--- config.mk ---
export PLATFORM = sky130hd
export DESIGN_NAME = h264_nal_unit_splitter
export DESIGN_NICKNAME = d
export VERILOG_FILES = /design/src/rtl/core/h264nus_pkg.sv /design/src/rtl/core/h264nus_front.sv /design/src/rtl/core/h264nus_queue.sv /design/src/rtl/core/h264nus_back.sv /design/src/rtl/core/h264_nal_unit_splitter.sv
export SDC_FILE = /design/constraint.sdc
export NUM_CORES = 1
export LEC_CHECK = 0
export BUFFER_PORTS_ARGS = -buffer_cell sky130_fd_sc_hd__buf_2
export CORE_ASPECT_RATIO = 1.4
export CORE_MARGIN = 3
export CORE_UTILIZATION = 50
export CTS_CLUSTER_SIZE = 10
export DETAILED_ROUTE_END_ITERATION = 8
export GPL_ROUTABILITY_DRIVEN = 0
export PLACE_DENSITY_LB_ADDON = 0.05
export SLEW_MARGIN = 20
export SYNTH_ARGS = -nofsm -noshare
export SYNTH_HDL_FRONTEND = slang
export SYNTH_SLANG_ARGS = --single-unit
--- constraint.sdc ---
create_clock -name clk -period 17.65 [get_ports clk]
set_clock_uncertainty 0.15 [all_clocks]
set_input_delay 1.765 -clock clk [delete_from_list [all_inputs] [get_ports clk]]
set_output_delay 1.765 -clock clk [all_outputs]
set_load 0.01 [all_outputs]
--- src/rtl/core/h264nus_pkg.sv ---
// shared types and constants for the h264 nal unit splitter
// no dependencies; used by every module of the block
`default_nettype none

package h264nus_pkg;

    localparam int QUEUE_DEPTH = 4;
    localparam int QUEUE_AW    = $clog2(QUEUE_DEPTH);

    localparam logic [7:0]  START_TAIL = 8'h01;
    localparam logic [7:0]  ZERO_BYTE  = 8'h00;
    localparam logic [4:0]  TYPE_MASK  = 5'h1f;
    localparam logic [4:0]  TYPE_IDR   = 5'h05;
    localparam logic [4:0]  TYPE_SPS   = 5'h07;
    localparam logic [4:0]  TYPE_PPS   = 5'h08;
    localparam logic [1:0]  HELD_MAX   = 2'd3;
    localparam logic [31:0] LEN_SAT    = 32'hffff_ffff;

    localparam logic KIND_PAYLOAD = 1'b0;
    localparam logic KIND_END     = 1'b1;

    // one entry per input byte that causes results
    typedef struct packed {
        logic [2:0]  zero_cnt;
        logic        byte_vld;
        logic [7:0]  data;
        logic        close;
        logic        header;
        logic [4:0]  nal_type;
        logic [31:0] length;
        logic [2:0]  res_cnt;
    } cmd_t;

    typedef struct packed {
        logic full;
        logic empty;
    } q_status_t;

endpackage

`default_nettype wire

--- src/rtl/core/h264nus_front.sv ---
// front end: start code detection, unit state and per-byte result commands
// depends on h264nus_pkg
`default_nettype none

module h264nus_front (
    input  wire                 clk,
    input  wire                 rst_n,
    input  wire                 in_valid,
    output logic                in_ready,
    input  wire  [7:0]          data_byte,
    input  wire                 end_of_stream,
    input  wire                 cfg_we,
    input  wire                 cfg_wdata,
    input  h264nus_pkg::q_status_t q_status,
    output logic                push,
    output h264nus_pkg::cmd_t   push_cmd
);

    logic        drop_reg;
    logic [1:0]  held_reg, held_next;
    logic        in_unit_reg, in_unit_next;
    logic        awaiting_reg, awaiting_next;
    logic [4:0]  type_reg, type_next;
    logic [31:0] count_reg, count_next;

    logic        accept;
    logic        is_start;
    logic [2:0]  nz;
    logic        bv;
    logic [1:0]  held_after;
    logic [2:0]  ek;
    logic [32:0] count_sum;
    logic [31:0] count_new;
    logic        awaiting_new;
    logic [4:0]  type_new;
    logic [4:0]  res_type;
    logic        sup;
    logic        cl;

    assign in_ready = !q_status.full;
    assign accept   = in_valid && in_ready;
    assign is_start = (data_byte == h264nus_pkg::START_TAIL) && (held_reg >= 2'd2);

    always_comb
    begin
        nz         = 3'd0;
        bv         = 1'b0;
        held_after = held_reg;
        if (data_byte == h264nus_pkg::ZERO_BYTE)
        begin
            if (held_reg < h264nus_pkg::HELD_MAX)
                held_after = held_reg + 2'd1;
            else
                nz = 3'd1;
        end
        else if (is_start)
        begin
            held_after = 2'd0;
        end
        else
        begin
            nz         = {1'b0, held_reg};
            bv         = 1'b1;
            held_after = 2'd0;
        end
        // end of stream flushes the held zeros
        if (end_of_stream)
        begin
            nz         = nz + {1'b0, held_after};
            held_after = 2'd0;
        end
    end

    always_comb
    begin
        ek           = in_unit_reg ? (nz + {2'b00, bv}) : 3'd0;
        count_sum    = {1'b0, count_reg} + {30'd0, ek};
        count_new    = count_sum[32] ? h264nus_pkg::LEN_SAT : count_sum[31:0];
        awaiting_new = awaiting_reg && (ek == 3'd0);
        if (awaiting_reg && (ek != 3'd0))
            type_new = (nz != 3'd0) ? 5'd0 : (data_byte[4:0] & h264nus_pkg::TYPE_MASK);
        else
            type_new = type_reg;

        res_type = is_start ? type_reg : type_new;
        sup      = drop_reg && ((res_type == h264nus_pkg::TYPE_SPS) ||
                                (res_type == h264nus_pkg::TYPE_PPS));
        if (is_start)
            cl = in_unit_reg && !awaiting_reg;
        else
            cl = end_of_stream && in_unit_reg && !awaiting_new;

        push_cmd          = '0;
        push_cmd.data     = data_byte;
        push_cmd.nal_type = res_type;
        push_cmd.length   = is_start ? count_reg : count_new;
        push_cmd.close    = cl && !sup;
        if (in_unit_reg && !sup && !is_start)
        begin
            push_cmd.zero_cnt = nz;
            push_cmd.byte_vld = bv;
            push_cmd.header   = awaiting_reg && (ek != 3'd0);
        end
        push_cmd.res_cnt = push_cmd.zero_cnt + {2'b00, push_cmd.byte_vld}
                         + {2'b00, push_cmd.close};
        push = accept && (push_cmd.res_cnt != 3'd0);
    end

    always_comb
    begin
        held_next     = held_reg;
        in_unit_next  = in_unit_reg;
        awaiting_next = awaiting_reg;
        type_next     = type_reg;
        count_next    = count_reg;
        if (accept)
        begin
            if (is_start)
            begin
                held_next     = 2'd0;
                in_unit_next  = 1'b1;
                awaiting_next = 1'b1;
                type_next     = 5'd0;
                count_next    = 32'd0;
            end
            else
            begin
                held_next     = held_after;
                awaiting_next = awaiting_new;
                type_next     = type_new;
                count_next    = count_new;
            end
            if (end_of_stream)
            begin
                held_next     = 2'd0;
                in_unit_next  = 1'b0;
                awaiting_next = 1'b0;
                type_next     = 5'd0;
                count_next    = 32'd0;
            end
        end
    end

    always_ff @(posedge clk or negedge rst_n)
    begin
        if (!rst_n)
        begin
            drop_reg     <= 1'b1;
            held_reg     <= 2'd0;
            in_unit_reg  <= 1'b0;
            awaiting_reg <= 1'b0;
            type_reg     <= 5'd0;
            count_reg    <= 32'd0;
        end
        else
        begin
            if (cfg_we)
                drop_reg <= cfg_wdata;
            held_reg     <= held_next;
            in_unit_reg  <= in_unit_next;
            awaiting_reg <= awaiting_next;
            type_reg     <= type_next;
            count_reg    <= count_next;
        end
    end

endmodule

`default_nettype wire

--- src/rtl/core/h264nus_queue.sv ---
// short command queue between front end and back end
// depends on h264nus_pkg
`default_nettype none

module h264nus_queue (
    input  wire                    clk,
    input  wire                    rst_n,
    input  wire                    push,
    input  h264nus_pkg::cmd_t      push_cmd,
    input  wire                    pop,
    output h264nus_pkg::cmd_t      head_cmd,
    output h264nus_pkg::q_status_t q_status
);

    localparam int AW = h264nus_pkg::QUEUE_AW;

    h264nus_pkg::cmd_t entry_reg [h264nus_pkg::QUEUE_DEPTH];
    logic [AW-1:0] wr_ptr_reg, wr_ptr_next;
    logic [AW-1:0] rd_ptr_reg, rd_ptr_next;
    logic [AW:0]   fill_reg, fill_next;
    logic          do_push;
    logic          do_pop;

    assign q_status.full  = (fill_reg == (AW+1)'(h264nus_pkg::QUEUE_DEPTH));
    assign q_status.empty = (fill_reg == '0);
    assign do_push        = push && !q_status.full;
    assign do_pop         = pop && !q_status.empty;
    assign head_cmd       = entry_reg[rd_ptr_reg];

    always_comb
    begin
        wr_ptr_next = do_push ? wr_ptr_reg + AW'(1) : wr_ptr_reg;
        rd_ptr_next = do_pop  ? rd_ptr_reg + AW'(1) : rd_ptr_reg;
        fill_next   = fill_reg;
        if (do_push && !do_pop)
            fill_next = fill_reg + (AW+1)'(1);
        else if (do_pop && !do_push)
            fill_next = fill_reg - (AW+1)'(1);
    end

    always_ff @(posedge clk)
    begin
        if (do_push)
            entry_reg[wr_ptr_reg] <= push_cmd;
    end

    always_ff @(posedge clk or negedge rst_n)
    begin
        if (!rst_n)
        begin
            wr_ptr_reg <= '0;
            rd_ptr_reg <= '0;
            fill_reg   <= '0;
        end
        else
        begin
            wr_ptr_reg <= wr_ptr_next;
            rd_ptr_reg <= rd_ptr_next;
            fill_reg   <= fill_next;
        end
    end

endmodule

`default_nettype wire

--- src/rtl/core/h264nus_back.sv ---
// back end: expands each command into result transfers through an output register
// depends on h264nus_pkg
`default_nettype none

module h264nus_back (
    input  wire                    clk,
    input  wire                    rst_n,
    input  h264nus_pkg::cmd_t      head_cmd,
    input  h264nus_pkg::q_status_t q_status,
    output logic                   pop,
    output logic                   out_valid,
    input  wire                    out_ready,
    output logic                   item_kind,
    output logic [7:0]             payload_byte,
    output logic                   unit_first,
    output logic [4:0]             unit_type,
    output logic                   key_frame,
    output logic [31:0]            unit_length,
    output logic                   run_last
);

    logic [2:0]  step_reg, step_next;
    logic        out_valid_reg, out_valid_next;
    logic        kind_reg, kind_next;
    logic [7:0]  byte_reg, byte_next;
    logic        first_reg, first_next;
    logic [4:0]  type_reg, type_next;
    logic        key_reg, key_next;
    logic [31:0] len_reg, len_next;
    logic        last_reg, last_next;

    logic advance;
    logic zero_sel;
    logic byte_sel;
    logic is_last;

    always_comb
    begin
        advance  = !q_status.empty && (!out_valid_reg || out_ready);
        zero_sel = step_reg < head_cmd.zero_cnt;
        byte_sel = !zero_sel && head_cmd.byte_vld && (step_reg == head_cmd.zero_cnt);
        is_last  = (step_reg + 3'd1) == head_cmd.res_cnt;
        pop      = advance && is_last;

        step_next      = step_reg;
        out_valid_next = out_valid_reg && !out_ready;
        kind_next      = kind_reg;
        byte_next      = byte_reg;
        first_next     = first_reg;
        type_next      = type_reg;
        key_next       = key_reg;
        len_next       = len_reg;
        last_next      = last_reg;
        if (advance)
        begin
            step_next      = is_last ? 3'd0 : step_reg + 3'd1;
            out_valid_next = 1'b1;
            type_next      = head_cmd.nal_type;
            key_next       = (head_cmd.nal_type == h264nus_pkg::TYPE_IDR);
            last_next      = is_last;
            if (zero_sel || byte_sel)
            begin
                kind_next  = h264nus_pkg::KIND_PAYLOAD;
                byte_next  = byte_sel ? head_cmd.data : h264nus_pkg::ZERO_BYTE;
                first_next = head_cmd.header && (step_reg == 3'd0);
                len_next   = 32'd0;
            end
            else
            begin
                kind_next  = h264nus_pkg::KIND_END;
                byte_next  = h264nus_pkg::ZERO_BYTE;
                first_next = 1'b0;
                len_next   = head_cmd.length;
            end
        end
    end

    always_ff @(posedge clk or negedge rst_n)
    begin
        if (!rst_n)
        begin
            step_reg      <= 3'd0;
            out_valid_reg <= 1'b0;
        end
        else
        begin
            step_reg      <= step_next;
            out_valid_reg <= out_valid_next;
        end
    end

    always_ff @(posedge clk)
    begin
        kind_reg  <= kind_next;
        byte_reg  <= byte_next;
        first_reg <= first_next;
        type_reg  <= type_next;
        key_reg   <= key_next;
        len_reg   <= len_next;
        last_reg  <= last_next;
    end

    assign out_valid    = out_valid_reg;
    assign item_kind    = kind_reg;
    assign payload_byte = byte_reg;
    assign unit_first   = first_reg;
    assign unit_type    = type_reg;
    assign key_frame    = key_reg;
    assign unit_length  = len_reg;
    assign run_last     = last_reg;

endmodule

`default_nettype wire

--- src/rtl/core/h264_nal_unit_splitter.sv ---
// path: a byte's command is queued, then each result goes into the output register
// throughput: one byte per cycle in while the queue has room, one result per cycle
//   out if out_ready is high; a four-entry queue absorbs multi-result bytes
// reset: asynchronous, clears unit state and queue; the drop flag resets to 1
// top level of the h264 nal unit splitter; depends on h264nus_pkg and its submodules
`default_nettype none

module h264_nal_unit_splitter (
    input  wire         clk,
    input  wire         rst_n,
    input  wire         in_valid,
    output logic        in_ready,
    input  wire  [7:0]  data_byte,
    input  wire         end_of_stream,
    input  wire         cfg_we,
    input  wire         cfg_wdata,
    output logic        out_valid,
    input  wire         out_ready,
    output logic        item_kind,
    output logic [7:0]  payload_byte,
    output logic        unit_first,
    output logic [4:0]  unit_type,
    output logic        key_frame,
    output logic [31:0] unit_length,
    output logic        run_last
);

    h264nus_pkg::q_status_t q_status;
    h264nus_pkg::cmd_t      push_cmd;
    h264nus_pkg::cmd_t      head_cmd;
    logic                   push;
    logic                   pop;

    h264nus_front u_front (
        .clk           (clk),
        .rst_n         (rst_n),
        .in_valid      (in_valid),
        .in_ready      (in_ready),
        .data_byte     (data_byte),
        .end_of_stream (end_of_stream),
        .cfg_we        (cfg_we),
        .cfg_wdata     (cfg_wdata),
        .q_status      (q_status),
        .push          (push),
        .push_cmd      (push_cmd)
    );

    h264nus_queue u_queue (
        .clk      (clk),
        .rst_n    (rst_n),
        .push     (push),
        .push_cmd (push_cmd),
        .pop      (pop),
        .head_cmd (head_cmd),
        .q_status (q_status)
    );

    h264nus_back u_back (
        .clk          (clk),
        .rst_n        (rst_n),
        .head_cmd     (head_cmd),
        .q_status     (q_status),
        .pop          (pop),
        .out_valid    (out_valid),
        .out_ready    (out_ready),
        .item_kind    (item_kind),
        .payload_byte (payload_byte),
        .unit_first   (unit_first),
        .unit_type    (unit_type),
        .key_frame    (key_frame),
        .unit_length  (unit_length),
        .run_last     (run_last)
    );

endmodule

`default_nettype wire

* Yosys cells after proc, flatten, opt, wreduce, memory -nomap -nowiden *
Memories as Yosys holds them, arrays and structs flattened.
Index checks and enable logic that the tools add are counted.

storage, ports and cells
  register bits = 102
  memories = 1
  bits in writable memories = 216
  output and inout bits = 51

operators by class
  order comparisons = 3
  add/subtract/negate cells = 11
  equal/unequal tests = 7
  reductions and logical operators = 47
  mux-type cells = 34

memories
  name               depth  bits a word  rd ports  clocked after memory_dff  write ports  line                 source
  u_queue.entry_reg  4      54           1         0                         1            h264nus_queue.sv:17  h264nus_pkg::cmd_t entry_reg [h264nus_pkg::QUEUE_DEPTH];

operators by type and width
  cell                                                              count
  32-bit 2-to-1 mux                                                 4
  32-bit by 3-bit adder with 33-bit output                          1
  5-bit 2-to-1 mux                                                  5
  1-bit logical AND                                                 22
  3-bit 2-to-1 mux                                                  6
  1-bit 2-to-1 mux                                                  13
  1-bit logical NOT                                                 11
  5-bit by 3-bit == test with 1-bit output (second input constant)  2
  2-bit 2-to-1 mux                                                  5
  3-bit by 1-bit adder with 3-bit output                            3
  3-bit logical NOT                                                 3
  3-bit nonzero test                                                3
  8-bit by 1-bit == test with 1-bit output (second input constant)  1
  8-bit logical NOT                                                 1
  2-bit by 1-bit adder with 2-bit output (second input constant)    3
  3-bit by 1-bit adder with 3-bit output (second input constant)    2
  3-bit == test                                                     2
  5-bit by 4-bit == test with 1-bit output (second input constant)  1
  4-bit 2-to-1 mux                                                  1
  2-bit AND reduction                                               2
  2-bit nonzero test                                                2
  3-bit by 2-bit adder with 3-bit output                            1
  3-bit == test (second input constant)                             1
  1-bit logical OR                                                  3
  other kinds (4)                                                   4

* Longest topological paths before layout *
  depth in word-level cells = 28
  mapped depth = 29

* Hierarchy *
From an unflattened synthesis, not the netlist that was laid out.

second synthesis, totals
  cell total of the unflattened synthesis = 913
  area, all modules = 13,763.2 um^2

by module, submodules not included
  module         area each (um^2)  sequential area each (um^2)  instances  cells each
  h264nus_queue  8,211.6           6,661.4                      1          318
  h264nus_front  3,445.8           1,052.3                      1          463
  h264nus_back   2,105.8           1,571.5                      1          132

* Worst setup path before layout *
OpenSTA, ideal clock, no wires.

  path type = input port to flip-flop
  from = input port data_byte[4]
  to = memory u_queue.entry_reg[0][0] (netlist name), enable pin
  buffers on the path = 0
  stages = 24
  arrival time = 7,624 ps
  setup slack = 9,460 ps
  data required time = 17,084 ps
  cells stage by stage = nor4_4 > nand2_2 > nor3_1 > ha_1 > inv_1 > fa_1 > mux2i_1 > ha_1 > nor2_1 > inv_1 > o211ai_1 > a22o_2 > and4b_1 > o211ai_2 > and2_1 > nand2_1 > or2_1 > fa_1 > inv_1 > ha_1 > or3_1 > a21oi_1 > nor3b_4 > and2_1

RTL lines
  what                line                          source
  start: declaration  h264_nal_unit_splitter.sv:13  input wire [7:0] data_byte,
  end: declaration    h264nus_queue.sv:17

==> results.txt <==
- Synthesis-stage register bit count: between 300 and 400
- Subtracting the final worst setup slack from the clock period gives just over 8 ns.
* Number of placement rows: 70
- The number of setup buffers added after CTS is 0.
- Lkg Pwr: 5.813 nW
* Clock H-tree levels: 2
- Counting both buffers and inverters, the worst setup path holds a total of 5.
* Final net count: 1000
* Vias in the first global route: between 8000 and 9000
- The worst hold path begins at u_front.type_reg[2]$_DFFE_PN0P_.
- Entering global routing, the biggest net connects 55 pins.
* Clock slew seen by the registers of the worst setup and hold paths: approximately 0.060 ns
- Post-synthesis instance total: 895
- The floorplan step defined a die boundary enclosing around 29000 um^2.
- Leaving out fill and tap cells, the most frequent cells in the layout are 261 x sky130_fd_sc_hd__edfxtp_1, 81 x sky130_fd_sc_hd__a21oi_1, 65 x sky130_fd_sc_hd__buf_2.
- For hold timing, the worst endpoint is u_front.type_reg[2]$_DFFE_PN0P_.
- Setup slack on the worst flop-to-flop path: around 11 ns
* Height of the die: 200.5 um
- At the pin with the least slew margin, the transition time is ~1.1 ns.
- Setup repair after global routing left no endpoint under its margin.
- Element type at the critical path end: register
- After filler insertion, the fill cell instance count of the layout stands at around 2100.
* Data required time of the critical path: 17.90 ns
* Clock buffers created by TritonCTS: 37
* Share of post-route cells with drive strength above 1: between 20% and 30%
- Wire length per cell: approximately 22 um
* Share of synthesized registers carrying an async set or reset: approximately 17%
- Across the run, the number of max-cap violations was 0.
* Max incr delay on CP: between 0.4 and 0.5 ns
- The critical path in this run is classified as primary input to register.
- Post-DRT Antenna Nets: 0
- Once the floorplan was initialized, standard cells occupied 51.23% of the core.
- The tree is rooted in a sky130_fd_sc_hd__clkbuf_16.
* Syn Std Cell Area: roughly 14000 um^2
* Data arrival time of the critical path: 8.37 ns
- After clock tree synthesis, the flow added hold-fix buffers numbering 0.
* Core Region: 26360 um^2
* Global-route wire length before repair: approximately 47000 um
- The first detailed-routing pass took 5 iterations.
- Total Routing Usage GR: 20.65%
* Post-synthesis average cell area: around 15 um^2
* Overflow left after global routing: 0
- Worst hold path cell count: 1
- The register with the most flip-flops in the layout has 212 of them.
* Number of unique standard cell types used by synthesis: 66
- For this design the ratio of total power to cell area is 98.01 nW/um^2.
- The startpoint identified for the worst register-to-register timing path is u_front.held_reg[1]$_DFFE_PN0P_.
- Peak VDD IR: about 0.068 mV
* Largest fanout on the critical path: 7
* Skew-Pair Late Insertion Delay: ~0.52 ns
- HP Class: register to register
* Chip Width: around 140 um
- In this run, post-CTS repair resized a total of 0 instances.
* Number of max-slew violations in the final report: 0
- After routing, the total negative slack on setup checks comes to 0 ns.
- Result of the run: complete, no violations
- Number of I/O pins: 66
- Cell type of the slowest stage on the worst timing path: sky130_fd_sc_hd__nor4_4
* Number of antenna violations at the first check in global routing: 0
* Count of routing violations after the opening detailed-route iteration: approximately 530
- Maximum clock frequency: 123.1 MHz
- In this run, synthesis inferred 261 flip-flops with an integrated enable.
- Setup violations remaining at the end of the flow were counted as 0.
* Post-synthesis net count: about 930
- Worst R2R Path Depth: 26
- Detailed placement HPWL: roughly 18000 um
- For this run, design rule violations remaining after detail routing come to 0.
- Clock sink count: approximately 310
* Number of buffer cells added on primary ports: 65
* Portion of the post-synthesis area used by sequential elements: 67.86%
- Number of warning messages in the yosys log: 0
* Total chip power: ~1.5 mW
* Deepest clock path buffer count: 3
* Largest delay contributor family on the critical path: simple AND/OR/NAND/NOR gates
- Final worst path period share: 46.01%
* Vias: between 7000 and 8000
- FF-to-FF End: u_queue.fill_reg[1]$_DFFE_PN0P_
- The worst setup path is launched from a primary input.
- TritonCTS built the clock tree.
- Hold Violations, Final: 0
- The repair_antennas step left the layout with diodes totalling 0.
- Leading register cell type out of synthesis: sky130_fd_sc_hd__edfxtp_1
* Max transition margin: between 20% and 30%
- Number of vias per cell: between 5 and 6
- Area Overhead vs Synth: 13.35%
* Most common library cell in the layout ignoring fill and taps: sky130_fd_sc_hd__edfxtp_1
- For this block, the routed nets add up to 29620 um of wire.
==> cells in the mapped netlist (13+ instances only) <==
cell	number	area [um^2]
sky130_fd_sc_hd__ha_1	17	212.7
sky130_fd_sc_hd__clkbuf_1	31	116.4
sky130_fd_sc_hd__nand3_1	18	90.09
sky130_fd_sc_hd__nand2_1	57	214.0
sky130_fd_sc_hd__and2_1	13	81.33
sky130_fd_sc_hd__a31oi_1	18	112.6
sky130_fd_sc_hd__nor2_1	52	195.2
sky130_fd_sc_hd__inv_1	28	105.1
sky130_fd_sc_hd__o21ai_0	17	85.08
sky130_fd_sc_hd__and3_1	47	294.0
sky130_fd_sc_hd__edfxtp_1	261	7838
sky130_fd_sc_hd__a21oi_1	82	410.4
sky130_fd_sc_hd__mux4_2	53	1194
sky130_fd_sc_hd__dfrtp_1	52	1301
==> stage by stage <==
step | hold slack (ns) | utilization, % | setup slack, ns | cell area [um^2] | cells
final | 0.3577 | 58.07 | 9.529 | 15310 | 1353
after global routing | 0.3769 | 58.07 | 8.952 | 15310 | 1353
after CTS | 0.3606 | 58.05 | 9.579 | 15300 | 1353
after detailed placement | 0.3478 | 53.91 | 9.057 | 14210 | 1285
after global placement | 0.3347 | 53.91 | 9.271 | 14210 | 1285
after floorplan | 0.3136 | - | 9.460 | 13510 | 895
==> worst max-delay path by stage <==
stage	start	end	slack [ns]	cells past startpoint
after CTS	data_byte[4]	u_queue.fill_reg[1]$_DFFE_PN0P_	9.58	28
after detailed placement	data_byte[4]	u_queue.fill_reg[1]$_DFFE_PN0P_	9.06	28
final	data_byte[4]	u_queue.fill_reg[1]$_DFFE_PN0P_	9.53	28
after floorplan	data_byte[4]	u_queue.entry_reg[0][0]$_DFFE_PP_	9.46	24
after global placement	data_byte[4]	u_queue.fill_reg[1]$_DFFE_PN0P_	9.27	28
after global routing	data_byte[4]	u_queue.fill_reg[2]$_DFFE_PN0P_	8.95	30
==> logic make-up after synthesis <==
logic type | Yosys count | synth area share [%]
AOI/OAI and AO/OA | 165 | 7.392
xor gates and xnor gates | 15 | 1.028
DFF | 314 | 67.86
muxes | 65 | 9.819
and+or+nand+nor | 239 | 9.533
buffers and inverters | 76 | 2.205
adders and majority gates | 21 | 2.168
==> where the power goes <==
| group | internal, mW | switching, mW |
|---|---|---|
| logic | 0.00414 | 0.0133 |
| clock network | 0.411 | 0.276 |
| registers | 0.795 | 0.000352 |
==> routing by layer <==
layer	share of wire, %	wire length [um]	GRT usage, %	vias up
met5	0	0	0	-
met4	2.3	692	7.029	0
met3	4.0	1176	3.184	53
met2	55	16250	37.47	233
met1	39	11510	25.29	4059
li1	-	-	-	3595
==> area by class of cell <==
class                   instances  area, um^2  share of cell area [%]
flip-flops and latches        314        9170                   59.90
clock buffers                  66        1077                   7.037
clock inverters                 2       13.76                 0.08990
repair buffers                 77       415.4                   2.713
inverters                      29       108.9                  0.7110
well taps                     360       450.4                   2.942
multi-input cells             505        4074                   26.61
No activity file was read; power rests on OpenSTA's default activity.
